`src/rtl/agc_pkg.sv`:
```
// ----------------------------------------------------------------------------
// Gesture classifier package
// Widths, reset values, codes and types shared by the classifier files.
// ----------------------------------------------------------------------------
package agc_pkg;

   // sample arithmetic
   localparam int ACCEL_W = 16;   // used bits of each axis, 12..16
   localparam int TIME_W  = 32;   // used bits of the timestamp, 16..32

   // register widths
   localparam int HOLD_W  = 16;
   localparam int LEVEL_W = 15;
   localparam int TAN_W   = 16;   // Q16 tangent, all fraction bits
   localparam int ACT_W   = 3;

   // request / response packing
   localparam int NOW_FIELD_W   = 32;
   localparam int ACCEL_FIELD_W = 16;
   localparam int X_LSB         = NOW_FIELD_W;
   localparam int Y_LSB         = X_LSB + ACCEL_FIELD_W;
   localparam int Z_LSB         = Y_LSB + ACCEL_FIELD_W;
   localparam int REQ_DATA_W    = Z_LSB + ACCEL_FIELD_W;
   localparam int RSP_DATA_W    = 8;

   // csr port
   localparam int CSR_IDX_W  = 3;
   localparam int CSR_DATA_W = 16;

   localparam logic [CSR_IDX_W-1:0] REG_HOLDOFF = CSR_IDX_W'(0);
   localparam logic [CSR_IDX_W-1:0] REG_SHAKE   = CSR_IDX_W'(1);
   localparam logic [CSR_IDX_W-1:0] REG_TAP     = CSR_IDX_W'(2);
   localparam logic [CSR_IDX_W-1:0] REG_TAP_Z   = CSR_IDX_W'(3);
   localparam logic [CSR_IDX_W-1:0] REG_TANGENT = CSR_IDX_W'(4);

   localparam logic [HOLD_W-1:0]  HOLDOFF_RST = HOLD_W'(500);
   localparam logic [LEVEL_W-1:0] SHAKE_RST   = LEVEL_W'(8192);
   localparam logic [LEVEL_W-1:0] TAP_RST     = LEVEL_W'(6144);
   localparam logic [LEVEL_W-1:0] TAP_Z_RST   = LEVEL_W'(4915);
   localparam logic [TAN_W-1:0]   TANGENT_RST = TAN_W'(17560);

   // shift-add multiplier: multiplicand/accumulator and multiplier widths
   localparam int ACC_W = 2*TAN_W + 2*ACCEL_W;
   localparam int MP_W  = 2*TAN_W;

   typedef enum logic [ACT_W-1:0] {
      ACT_NONE,
      ACT_SHAKE,
      ACT_TAP,
      ACT_FORWARD,
      ACT_BACKWARD,
      ACT_LEFT,
      ACT_RIGHT
   } action_type;

   typedef enum logic [1:0] {
      ST_IDLE,
      ST_MUL,
      ST_SUM,
      ST_DONE
   } state_type;

   // multiply passes
   typedef enum logic [2:0] {
      PH_XX,   // x^2
      PH_YY,   // y^2
      PH_ZZ,   // + z^2 -> r2
      PH_SH,   // shake level^2
      PH_TP,   // tap level^2
      PH_TT,   // T^2
      PH_TR,   // T^2 * r2
      PH_TZ    // T * z
   } phase_type;

   typedef struct packed {
      logic x_neg;
      logic x_pos;
      logic y_neg;
      logic y_pos;
      logic z_neg;
      logic z_pos;
      logic z_big;   // |z| > tap z level
   } sign_type;

endpackage

```
`src/rtl/accel_gesture_classifier.sv`:
```
// ----------------------------------------------------------------------------
// Accelerometer gesture classifier
// Shake, tap and four-way tilt detection with a holdoff after each detection.
// Flow: a held-off sample goes straight to the result register; any other
//   sample runs a shift-add multiplier, one multiplier bit per cycle, over up
//   to eight radix-2 passes, and it stops early when the decision comes early.
// Throughput: one sample at a time. A new request is taken only once the last
//   result has left the state machine, and a stalled result waits in the output register while the next sample runs.
// Reset: registers return to defaults and the last detection time to zero.
// ----------------------------------------------------------------------------
module accel_gesture_classifier
   import agc_pkg::*;
(
   input  logic                  clock,
   input  logic                  reset,

   input  logic                  csr_valid,
   output logic                  csr_ready,
   input  logic [CSR_IDX_W-1:0]  csr_index,
   input  logic [CSR_DATA_W-1:0] csr_data,

   input  logic                  req_tvalid,
   output logic                  req_tready,
   // now_ms[31:0], accel_x[47:32], accel_y[63:48], accel_z[79:64]
   input  logic [REQ_DATA_W-1:0] req_tdata,

   output logic                  rsp_tvalid,
   input  logic                  rsp_tready,
   // action[2:0], zero fill[7:3]
   output logic [RSP_DATA_W-1:0] rsp_tdata,
   // held_off[0]
   output logic [0:0]            rsp_tuser
);

   state_type              state_ff, state_in;
   phase_type              phase_ff, phase_in;

   logic [HOLD_W-1:0]      holdoff_ff;
   logic [LEVEL_W-1:0]     shake_ff;
   logic [LEVEL_W-1:0]     tap_ff;
   logic [LEVEL_W-1:0]     tapz_ff;
   logic [TAN_W-1:0]       tan_ff;

   logic [TIME_W-1:0]      last_ff, last_in;
   logic [TIME_W-1:0]      now_ff, now_in;
   logic [ACCEL_W-1:0]     ax_ff, ax_in;
   logic [ACCEL_W-1:0]     ay_ff, ay_in;
   logic [ACCEL_W-1:0]     az_ff, az_in;
   sign_type               sign_ff, sign_in;

   logic [ACC_W-1:0]       mc_ff, mc_in;
   logic [ACC_W-1:0]       acc_ff, acc_in;
   logic [MP_W-1:0]        mp_ff, mp_in;
   logic [2*ACCEL_W-1:0]   x2_ff, x2_in;
   logic [2*ACCEL_W:0]     r2_ff, r2_in;
   logic [2*ACCEL_W+1:0]   m2_ff, m2_in;

   action_type             res_act_ff, res_act_in;
   logic                   res_hold_ff, res_hold_in;
   logic                   rsp_valid_ff, rsp_valid_in;
   action_type             rsp_act_ff, rsp_act_in;
   logic                   rsp_hold_ff, rsp_hold_in;

   logic [TIME_W-1:0]      req_now;
   logic [TIME_W-1:0]      elapsed;
   logic                   held;
   logic [ACCEL_W-1:0]     req_x, req_y, req_z;
   logic [ACCEL_W-1:0]     mag_x, mag_y, mag_z;
   sign_type               req_sign;

   logic [ACC_W-1:0]       acc_sum;
   logic                   mp_last;
   logic                   lvl_hit;
   logic                   pitch_big;
   logic                   roll_big;

   logic                   load;
   logic                   keep_acc;
   phase_type              load_ph;
   logic                   fin;
   action_type             fin_act;

   // multiplicand for a pass
   function automatic logic [ACC_W-1:0] mc_for(input phase_type ph);
      logic [ACC_W-1:0] v;
      unique case (ph)
         PH_XX: v = ACC_W'(ax_ff);
         PH_YY: v = ACC_W'(ay_ff);
         PH_ZZ: v = ACC_W'(az_ff);
         PH_SH: v = ACC_W'(shake_ff);
         PH_TP: v = ACC_W'(tap_ff);
         PH_TT: v = ACC_W'(tan_ff);
         PH_TR: v = ACC_W'(r2_ff);
         PH_TZ: v = ACC_W'(az_ff);
      endcase
      return v;
   endfunction

   // multiplier for a pass; tt is T^2 as it leaves the accumulator
   function automatic logic [MP_W-1:0] mp_for(input phase_type ph,
                                             input logic [MP_W-1:0] tt);
      logic [MP_W-1:0] v;
      unique case (ph)
         PH_XX: v = MP_W'(ax_ff);
         PH_YY: v = MP_W'(ay_ff);
         PH_ZZ: v = MP_W'(az_ff);
         PH_SH: v = MP_W'(shake_ff);
         PH_TP: v = MP_W'(tap_ff);
         PH_TT: v = MP_W'(tan_ff);
         PH_TR: v = tt;
         PH_TZ: v = MP_W'(tan_ff);
      endcase
      return v;
   endfunction

   assign csr_ready  = 1'b1;
   assign req_tready = (state_ff == ST_IDLE);
   assign rsp_tvalid = rsp_valid_ff;
   assign rsp_tdata  = RSP_DATA_W'(rsp_act_ff);
   assign rsp_tuser  = rsp_hold_ff;

   // request decode: signs from bit ACCEL_W-1, magnitudes, holdoff window
   always_comb begin
      req_now = req_tdata[TIME_W-1:0];
      req_x   = req_tdata[X_LSB +: ACCEL_W];
      req_y   = req_tdata[Y_LSB +: ACCEL_W];
      req_z   = req_tdata[Z_LSB +: ACCEL_W];
      mag_x   = req_x[ACCEL_W-1] ? (~req_x + ACCEL_W'(1)) : req_x;
      mag_y   = req_y[ACCEL_W-1] ? (~req_y + ACCEL_W'(1)) : req_y;
      mag_z   = req_z[ACCEL_W-1] ? (~req_z + ACCEL_W'(1)) : req_z;
      elapsed = req_now - last_ff;
      held    = elapsed < TIME_W'(holdoff_ff);
      req_sign.x_neg = req_x[ACCEL_W-1];
      req_sign.x_pos = !req_x[ACCEL_W-1] && (|req_x);
      req_sign.y_neg = req_y[ACCEL_W-1];
      req_sign.y_pos = !req_y[ACCEL_W-1] && (|req_y);
      req_sign.z_neg = req_z[ACCEL_W-1];
      req_sign.z_pos = !req_z[ACCEL_W-1] && (|req_z);
      req_sign.z_big = ACC_W'(mag_z) > ACC_W'(tapz_ff);
   end

   // one multiplier bit per cycle, LSB first
   assign acc_sum   = acc_ff + (mp_ff[0] ? mc_ff : '0);
   assign mp_last   = ~|mp_ff[MP_W-1:1];
   assign lvl_hit   = ACC_W'(m2_ff) > acc_sum;
   assign pitch_big = {x2_ff, {(2*TAN_W){1'b0}}} > acc_sum;
   assign roll_big  = ACC_W'({ay_ff, {TAN_W{1'b0}}}) > acc_sum;

   always_comb begin
      state_in     = state_ff;
      phase_in     = phase_ff;
      last_in      = last_ff;
      now_in       = now_ff;
      ax_in        = ax_ff;
      ay_in        = ay_ff;
      az_in        = az_ff;
      sign_in      = sign_ff;
      mc_in        = mc_ff;
      acc_in       = acc_ff;
      mp_in        = mp_ff;
      x2_in        = x2_ff;
      r2_in        = r2_ff;
      m2_in        = m2_ff;
      res_act_in   = res_act_ff;
      res_hold_in  = res_hold_ff;
      rsp_valid_in = rsp_valid_ff && !rsp_tready;
      rsp_act_in   = rsp_act_ff;
      rsp_hold_in  = rsp_hold_ff;
      load         = 1'b0;
      keep_acc     = 1'b0;
      load_ph      = phase_ff;
      fin          = 1'b0;
      fin_act      = ACT_NONE;

      unique case (state_ff)
         ST_IDLE: begin
            if (req_tvalid) begin
               now_in  = req_now;
               ax_in   = mag_x;
               ay_in   = mag_y;
               az_in   = mag_z;
               sign_in = req_sign;
               if (held) begin
                  res_act_in  = ACT_NONE;
                  res_hold_in = 1'b1;
                  state_in    = ST_DONE;
               end else begin
                  state_in = ST_MUL;
                  phase_in = PH_XX;
                  mc_in    = ACC_W'(mag_x);
                  mp_in    = MP_W'(mag_x);
                  acc_in   = '0;
               end
            end
         end

         ST_MUL: begin
            acc_in = acc_sum;
            mc_in  = mc_ff << 1;
            mp_in  = mp_ff >> 1;
            if (mp_last) begin
               unique case (phase_ff)
                  PH_XX: begin
                     x2_in   = acc_sum[2*ACCEL_W-1:0];
                     load    = 1'b1;
                     load_ph = PH_YY;
                  end
                  PH_YY: begin
                     load     = 1'b1;
                     keep_acc = 1'b1;
                     load_ph  = PH_ZZ;
                  end
                  PH_ZZ: begin
                     r2_in    = acc_sum[2*ACCEL_W:0];
                     state_in = ST_SUM;
                  end
                  PH_SH: begin
                     if (lvl_hit) begin
                        fin     = 1'b1;
                        fin_act = ACT_SHAKE;
                     end else begin
                        load    = 1'b1;
                        load_ph = PH_TP;
                     end
                  end
                  PH_TP: begin
                     if (lvl_hit && sign_ff.z_big) begin
                        fin     = 1'b1;
                        fin_act = ACT_TAP;
                     end else begin
                        load    = 1'b1;
                        load_ph = PH_TT;
                     end
                  end
                  PH_TT: begin
                     load    = 1'b1;
                     load_ph = PH_TR;
                  end
                  PH_TR: begin
                     priority if (pitch_big && sign_ff.x_neg) begin
                        fin     = 1'b1;
                        fin_act = ACT_FORWARD;
                     end else if (pitch_big && sign_ff.x_pos) begin
                        fin     = 1'b1;
                        fin_act = ACT_BACKWARD;
                     end else if (sign_ff.y_pos || sign_ff.y_neg) begin
                        // z <= 0 tilts at once; z > 0 needs T*z
                        if (!sign_ff.z_pos) begin
                           fin     = 1'b1;
                           fin_act = sign_ff.y_pos ? ACT_LEFT : ACT_RIGHT;
                        end else begin
                           load    = 1'b1;
                           load_ph = PH_TZ;
                        end
                     end else begin
                        // y zero: roll is 180 degrees when z is negative
                        fin     = 1'b1;
                        fin_act = sign_ff.z_neg ? ACT_LEFT : ACT_NONE;
                     end
                  end
                  PH_TZ: begin
                     fin = 1'b1;
                     if (roll_big) begin
                        fin_act = sign_ff.y_pos ? ACT_LEFT : ACT_RIGHT;
                     end
                  end
               endcase
            end
         end

         ST_SUM: begin
            m2_in    = (2*ACCEL_W+2)'(x2_ff) + (2*ACCEL_W+2)'(r2_ff);
            state_in = ST_MUL;
            load     = 1'b1;
            load_ph  = PH_SH;
         end

         ST_DONE: begin
            if (!rsp_valid_ff || rsp_tready) begin
               rsp_valid_in = 1'b1;
               rsp_act_in   = res_act_ff;
               rsp_hold_in  = res_hold_ff;
               state_in     = ST_IDLE;
            end
         end
      endcase

      if (load) begin
         phase_in = load_ph;
         mc_in    = mc_for(load_ph);
         mp_in    = mp_for(load_ph, acc_sum[MP_W-1:0]);
         acc_in   = keep_acc ? acc_sum : '0;
      end

      if (fin) begin
         res_act_in  = fin_act;
         res_hold_in = 1'b0;
         state_in    = ST_DONE;
         if (fin_act != ACT_NONE) begin
            last_in = now_ff;
         end
      end
   end

   always_ff @(posedge clock) begin
      if (reset) begin
         state_ff <= ST_IDLE;
      end else begin
         state_ff <= state_in;
      end
   end

   always_ff @(posedge clock) begin
      if (reset) begin
         rsp_valid_ff <= 1'b0;
         last_ff      <= '0;
      end else begin
         rsp_valid_ff <= rsp_valid_in;
         last_ff      <= last_in;
      end
   end

   always_ff @(posedge clock) begin
      if (reset) begin
         holdoff_ff <= HOLDOFF_RST;
         shake_ff   <= SHAKE_RST;
         tap_ff     <= TAP_RST;
         tapz_ff    <= TAP_Z_RST;
         tan_ff     <= TANGENT_RST;
      end else if (csr_valid) begin
         unique case (csr_index)
            REG_HOLDOFF: holdoff_ff <= csr_data[HOLD_W-1:0];
            REG_SHAKE:   shake_ff   <= csr_data[LEVEL_W-1:0];
            REG_TAP:     tap_ff     <= csr_data[LEVEL_W-1:0];
            REG_TAP_Z:   tapz_ff    <= csr_data[LEVEL_W-1:0];
            REG_TANGENT: tan_ff     <= csr_data[TAN_W-1:0];
            default: ;
         endcase
      end
   end

   // datapath, no reset
   always_ff @(posedge clock) begin
      phase_ff    <= phase_in;
      now_ff      <= now_in;
      ax_ff       <= ax_in;
      ay_ff       <= ay_in;
      az_ff       <= az_in;
      sign_ff     <= sign_in;
      mc_ff       <= mc_in;
      acc_ff      <= acc_in;
      mp_ff       <= mp_in;
      x2_ff       <= x2_in;
      r2_ff       <= r2_in;
      m2_ff       <= m2_in;
      res_act_ff  <= res_act_in;
      res_hold_ff <= res_hold_in;
      rsp_act_ff  <= rsp_act_in;
      rsp_hold_ff <= rsp_hold_in;
   end

endmodule

```
`config.mk`:
```
export PLATFORM = sky130hd
export DESIGN_NAME = accel_gesture_classifier
export DESIGN_NICKNAME = d
export VERILOG_FILES = /design/src/rtl/agc_pkg.sv /design/src/rtl/accel_gesture_classifier.sv
export SDC_FILE = /design/constraint.sdc
export NUM_CORES = 1
export LEC_CHECK = 0
export ABC_CLOCK_PERIOD_IN_PS = 35100
export BUFFER_PORTS_ARGS = -buffer_cell sky130_fd_sc_hd__buf_2
export CORE_AREA = 2 2 194 244
export DETAILED_ROUTE_END_ITERATION = 7
export DIE_AREA = 0 0 196 246
export GPL_TIMING_DRIVEN = 1
export PLACE_DENSITY = 0.94
export RECOVER_POWER = 25
export REMOVE_ABC_BUFFERS = 1
export SYNTH_ARGS = -nofsm -noshare
export SYNTH_HDL_FRONTEND = slang
export SYNTH_SLANG_ARGS = --single-unit
```
`constraint.sdc`:
```
create_clock -name clock -period 35.1 [get_ports clock]
set_input_delay 1.755 -clock clock [delete_from_list [all_inputs] [get_ports clock]]
set_output_delay 1.755 -clock clock [all_outputs]
set_load 0.03 [all_outputs]
```
* After elaboration in Yosys (flattened, before gate mapping) *
Cells that the tools add are included.

operators by class
  $add $sub $neg = 6
  multipliers = 0
  div/mod/pow operators = 0
  order comparisons = 5
  eq/ne operators = 28
  shift operators = 0
  muxes and demuxes = 78
  bitwise operators = 4
  reduce and logical (&&, ||, !) cells = 47

operators by type and width
  kind                     count
  $mux W64                 8
  $pmux W64 S7             1
  $pmux W64 S2             2
  $pmux W32 S7             1
  $mux W32                 3
  $mux W3                  23
  $add A64 B64 Y64         1
  $gt A32 B64 Y1           1
  $gt A34 B64 Y1           1
  $gt A64 B64 Y1           1
  $pmux W32 S2             1
  $add A16 B1 Y16 const B  3
  $not A16 Y16             3
  $reduce_or A16 Y1        3
  $add A32 B33 Y34         1
  $lt A32 B16 Y1           1
  $mux W16                 2
  $sub A32 B32 Y32         1
  $reduce_or A31 Y1        1
  $eq A3 B3 Y1 const B     9
  $mux W1                  21
  $eq A3 B2 Y1 const B     6
  $pmux W3 S6              1
  $reduce_and A3 Y1        6
  other kinds (26)         67

storage, ports and cells
  register bits after elaboration = 469
  bits in latches = 0
  bits in writable memories = 0
  bits in read-only memories = 0
  input bits = 104
  logic and storage cells = 199
  memories = 0

* Logic depth before layout (Yosys ltp) *
  word-level depth = 13
  depth in mapped cells = 34
  mapped depth without buffers = 30

* Worst setup path after synthesis *
OpenSTA, ideal clock, no wires.

  path kind = register -> register
  start point = register mp_ff[0]
  end point = register acc_ff[0], enable pin
  setup time = 0.774 ns
  data arrival time = 14.788 ns
  required time = 34.326 ns
  slack = 19.537 ns
  stages on the path, launching flop included = 30
  period minus slack after synthesis = 15.563 ns
  cells stage by stage = edfxtp_1 > clkbuf_1 > clkbuf_1 > and2_1 > ha_1 > a21oi_1 > o221ai_1 > a211o_1 > o2111a_1 > o211a_1 > o311a_1 > o21ai_0 > a211oi_1 > a211oi_1 > inv_1 > ha_1 > nand4_1 > or2_2 > nor3_1 > nand4_1 > or3_1 > nor4_1 > and4_1 > nor2_1 > o32ai_1 > or2_2 > o211ai_1 > clkbuf_1 > clkbuf_1 > a31oi_1

between the ends
  longest elaborated chain between the ends = 11

RTL lines
  item                                                                 RTL line                         RTL
  start, declared                                                      accel_gesture_classifier.sv:53   logic [MP_W-1:0] mp_ff, mp_in;
  start signal, assigned                                               accel_gesture_classifier.sv:352  mp_ff <= mp_in;
  $mux W64 *                                                           accel_gesture_classifier.sv:143  assign acc_sum = acc_ff + (mp_ff[0] ? mc_ff : '0);
  $add A64 B64 Y64 *                                                   accel_gesture_classifier.sv:143
  $gt A64 B64 Y1                                                       accel_gesture_classifier.sv:146  assign pitch_big = {x2_ff, {(2*TAN_W){1'b0}}} > acc_sum;
  $logic_and A1 B1 Y1                                                  accel_gesture_classifier.sv:243  end else if (pitch_big && sign_ff.x_pos) begin
  $mux W1                                                              accel_gesture_classifier.sv:243
  $mux W1                                                              accel_gesture_classifier.sv:240  priority if (pitch_big && sign_ff.x_neg) begin
  $pmux W1 S4 *                                                        accel_gesture_classifier.sv:202  unique case (phase_ff)
  $mux W1 *                                                            accel_gesture_classifier.sv:201  if (mp_last) begin
  $pmux W1 S2 *                                                        accel_gesture_classifier.sv:175  unique case (state_ff)
  $ne A3 B2 Y1 (no line) / $reduce_bool A3 Y1 (equally long branches)  -
  $reduce_and A3 Y1 (no line) *                                        -
  end signal, assigned                                                 accel_gesture_classifier.sv:351  acc_ff <= acc_in;
  end, declared                                                        accel_gesture_classifier.sv:52   logic [ACC_W-1:0] acc_ff, acc_in;

Every way passes the cells marked *; elsewhere a longest branch is shown, timed or not.
A chain may end at the register's enable or synchronous reset.

* Final worst setup path *
  start point = register mp_ff[0]
  end point = register mp_ff[28], data pin

between the ends
  longest elaborated chain between the ends = 13

RTL lines
  item                        RTL line                         RTL
  $mux W64 *                  accel_gesture_classifier.sv:143
  $add A64 B64 Y64 *          accel_gesture_classifier.sv:143
  $gt A64 B64 Y1              accel_gesture_classifier.sv:146
  $logic_and A1 B1 Y1         accel_gesture_classifier.sv:243
  $mux W3                     accel_gesture_classifier.sv:243
  $mux W3                     accel_gesture_classifier.sv:240
  $pmux W3 S6                 accel_gesture_classifier.sv:202
  $mux W3                     accel_gesture_classifier.sv:201
  $pmux W3 S2                 accel_gesture_classifier.sv:175
  $eq A3 B3 Y1                accel_gesture_classifier.sv:103  unique case (ph)
  $reduce_or A2 Y1 (no line)  -
  $pmux W32 S7                accel_gesture_classifier.sv:103
  $mux W32 *                  accel_gesture_classifier.sv:288  if (load) begin
  net mp_in[28]               accel_gesture_classifier.sv:53

Mark *: on every way through the listed nets, which the timed path passes. The rest lies on a longest branch.

==> out/metrics.yaml <==
clock_network:
  ctsResizeCount: 0
  htree_levels: 2
  ctsHoldBuffers: 0
  cts_root_buf: "clkbuf_16"
  path_clk_slew_ns: 0.06
  post-cts-setup-buffers: 0
  cts_num_sinks: 469
  tritoncts: "yes"
  clock_path_buffers: 3
  cts_buffers: 49
  insertion_delay_ns: 0.61
detailed_routing:
  vias: 25538
  wl_per_cell_um: 24.7
  drc: 0
  drt-vias-per-instance: 6.78
  antenna_left: 0
  drtIter0Drc: 2522
  first_pass_iters: 7
  totalWireLength_um: 93100
power_and_ir_drop:
  irDropWorstVdd_mv: 0.0640
  p_per_area_nw_per_um2: 87.2
  power_frac_seq_pct: 31.9
  internal-power_mw: 1.57
  p_sw_mw: 1.24
  cellLeakagePower_nw: 13.0
  p_sw_share_pct: 44.1
  pwr-share-clk_pct: 18.9
  power_frac_comb_pct: 49.2
floorplan:
  placementRows: 88
  die_y_um: 246
  die-area_um2: 48200
  start_util_pct: 64.7
  die_w_um: 196
  io_pins: 116
  core_area_um2: 45800
layout:
  final_cell_mix: "edfxtp_1, nand2_1, nor2_1"
  drive_above_1_share_pct: 7.84
  syn2layout_area_growth_pct: 8.97
  nets: 3489
  final_common_cell: "edfxtp_1"
  fin_cells: 3764
  fin_area_um2: 32300
critical_path:
  worstPathArrival_ns: 11.24
  path_delay_family: "compound AO/OA/AOI/OAI gates"
  slowest_stage: "clkbuf_1"
  setup.worst_path.end_class: "register"
  startpoint_type: "register"
  critPathMaxStageDelay_ns: 1.79
  critPathMaxFanout: 61
  critPathRequiredTime_ns: 35.53
  crit_buf_inv: 3
  crit_type: "reg2reg"
  cpMostUsedCell: "o21ai_0"
logic_synthesis:
  syn_area_um2: 29600
  synth_seq_cells: 469
  synth_warnings: 0
  avgSynthCellArea_um2: 9.67
  synth_cell_types: 88
  synth_flop_cell: "edfxtp_1"
  async_flop_share_pct: 0
  syn_inst: 3065
  seq_area_frac_synth_pct: 43.7
  ys_top_cells_by_area: "edfxtp_1, ha_1, dfxtp_1, nand2_1, a21oi_1"
  synth_top_area_share_pct: 36.1
  yosysTopAreaCell: "edfxtp_1"
  synth_edf_count: 356
placed_design:
  port_buffers: 109
  postPlaceCellArea_um2: 30700
  dp_hpwl_um: 68700
  place_congestion: 1.04
  place_inst: 3672
status:
  violations: "capacitance limit, slew limit"
  status: "finished with violations"
sta:
  post-route-period-util_pct: 30.8
  relSlewSlack_pct: -196
  slew_violations: 180
  min_period_ns: 10.81
  max_freq_ghz: 0.0925
  whs_ns: 0.436
  hold_violations: 0
  rsz0062_at_grt: "no"
  fin_skew_ns: 0.0211
  finalSetupViolCount: 0
  setup_tns_ns: 0
  worst_pin_slew_ns: 4.44
global_routing:
  grt_usage_pct: 38.7
  grt_max_degree: 161
  grt_pass1_vias: 25703
  grt_pass1_wl_um: 144000
  antenna_found_initial: 3
  gr-total-overflow: 0
min_path:
  hold_path_class: "reg2reg"
flow_run:
  cap_violations: 3
## registers in the layout, summed over array words and instances (netlist names), 15 cells and up
name        flops
acc_ff         64
holdoff_ff     16
az_ff          16
shake_ff       15
now_ff         32
ax_ff          16
tan_ff         16
tap_ff         15
tapz_ff        15
ay_ff          16
m2_ff          34
mc_ff          64
last_ff        32
mp_ff          32
r2_ff          33
x2_ff          32
## worst reg2reg max path, delay by kind of cell, from the launching register on
family	cells	cell delay, ns
AOI/OAI and AO/OA	16	4.96
adders and majority gates	2	0.64
buffers and inverters	3	2.26
DFF	1	0.37
and+or+nand+nor	9	2.43
## kinds of logic (layout without fill, tap and decap cells)
| logic type | count (synthesis) | count (layout) | synth area share (%) |
|---|---|---|---|
| AO/OA/AOI/OAI | 848 | 848 | 19.4 |
| AND/OR/NAND/NOR | 1047 | 1047 | 17.4 |
| flip-flops | 469 | 469 | 43.7 |
| XOR/XNOR | 109 | 109 | 3.27 |
| multiplexers | 54 | 54 | 1.86 |
| other | 2 | 7 | 0.0253 |
| adder cells (fa/ha/maj) | 247 | 247 | 10.5 |
| buffers and inverters | 289 | 398 | 3.85 |
## metrics by stage
step	utilization (%)	power, mW	setup WS (ns)
after floorplan	-	1.76	18.02
after global placement	67.1	2.18	26.45
after detailed placement	67.1	2.23	26.10
after CTS	70.6	2.77	26.02
after global routing	70.5	2.95	23.64
final	70.5	2.81	24.29
## worst paths after layout
kind,cells past startpoint,end,slack [ns],start
worst min-delay path,0,rsp_tuser,0.44,res_hold_ff
worst min register to register,0,rsp_tuser,0.44,res_hold_ff
worst max-delay path,30,mp_ff[28],24.29,mp_ff[0]
worst max register to register,30,mp_ff[28],24.29,mp_ff[0]
## synth_stat cells, types with 30 or more instances
| master | number |
|---|---|
| a21oi_1 | 226 |
| xnor2_1 | 82 |
| nand3_1 | 36 |
| a21o_1 | 99 |
| edfxtp_1 | 356 |
| and2_1 | 78 |
| nand4_1 | 53 |
| o21ai_0 | 140 |
| o21a_1 | 30 |
| nor2_1 | 247 |
| and3_1 | 53 |
| nor3_1 | 72 |
| a22oi_1 | 46 |
| a22o_1 | 48 |
| ha_1 | 244 |
| mux2i_1 | 45 |
| clkbuf_1 | 106 |
| nand2b_1 | 45 |
| dfxtp_1 | 113 |
| inv_1 | 162 |
| nor2b_1 | 40 |
| nand2_1 | 302 |
## power groups by stage
stage	logic (mW)	registers, mW	clock network [mW]
CTS	1.34	0.888	0.534
finish	1.38	0.898	0.532
floorplan	0.880	0.884	0
global placement	1.29	0.895	0
global route	1.49	0.906	0.553
detailed placement	1.33	0.897	0
## area by class of cell
cell class,instances,area [µm²]
sequential,469,13000
timing repair buffer,145,767
multi-input combinational,2311,15600
clock inverter,27,269
inverter,162,609
clock buffer,64,1340
antenna,1,2.50
tap,585,732
fill,3305,13500
## routing by layer
metal | vias to the layer above | wire length, µm | track usage [%]
li1 | 11516 | - | -
met1 | 12058 | 31400 | 42.5
met2 | 1535 | 45100 | 66.9
met3 | 427 | 8560 | 7.27
met4 | 2 | 8080 | 28.7
met5 | - | 11 | 0
Power figures use the tool's default switching activity.
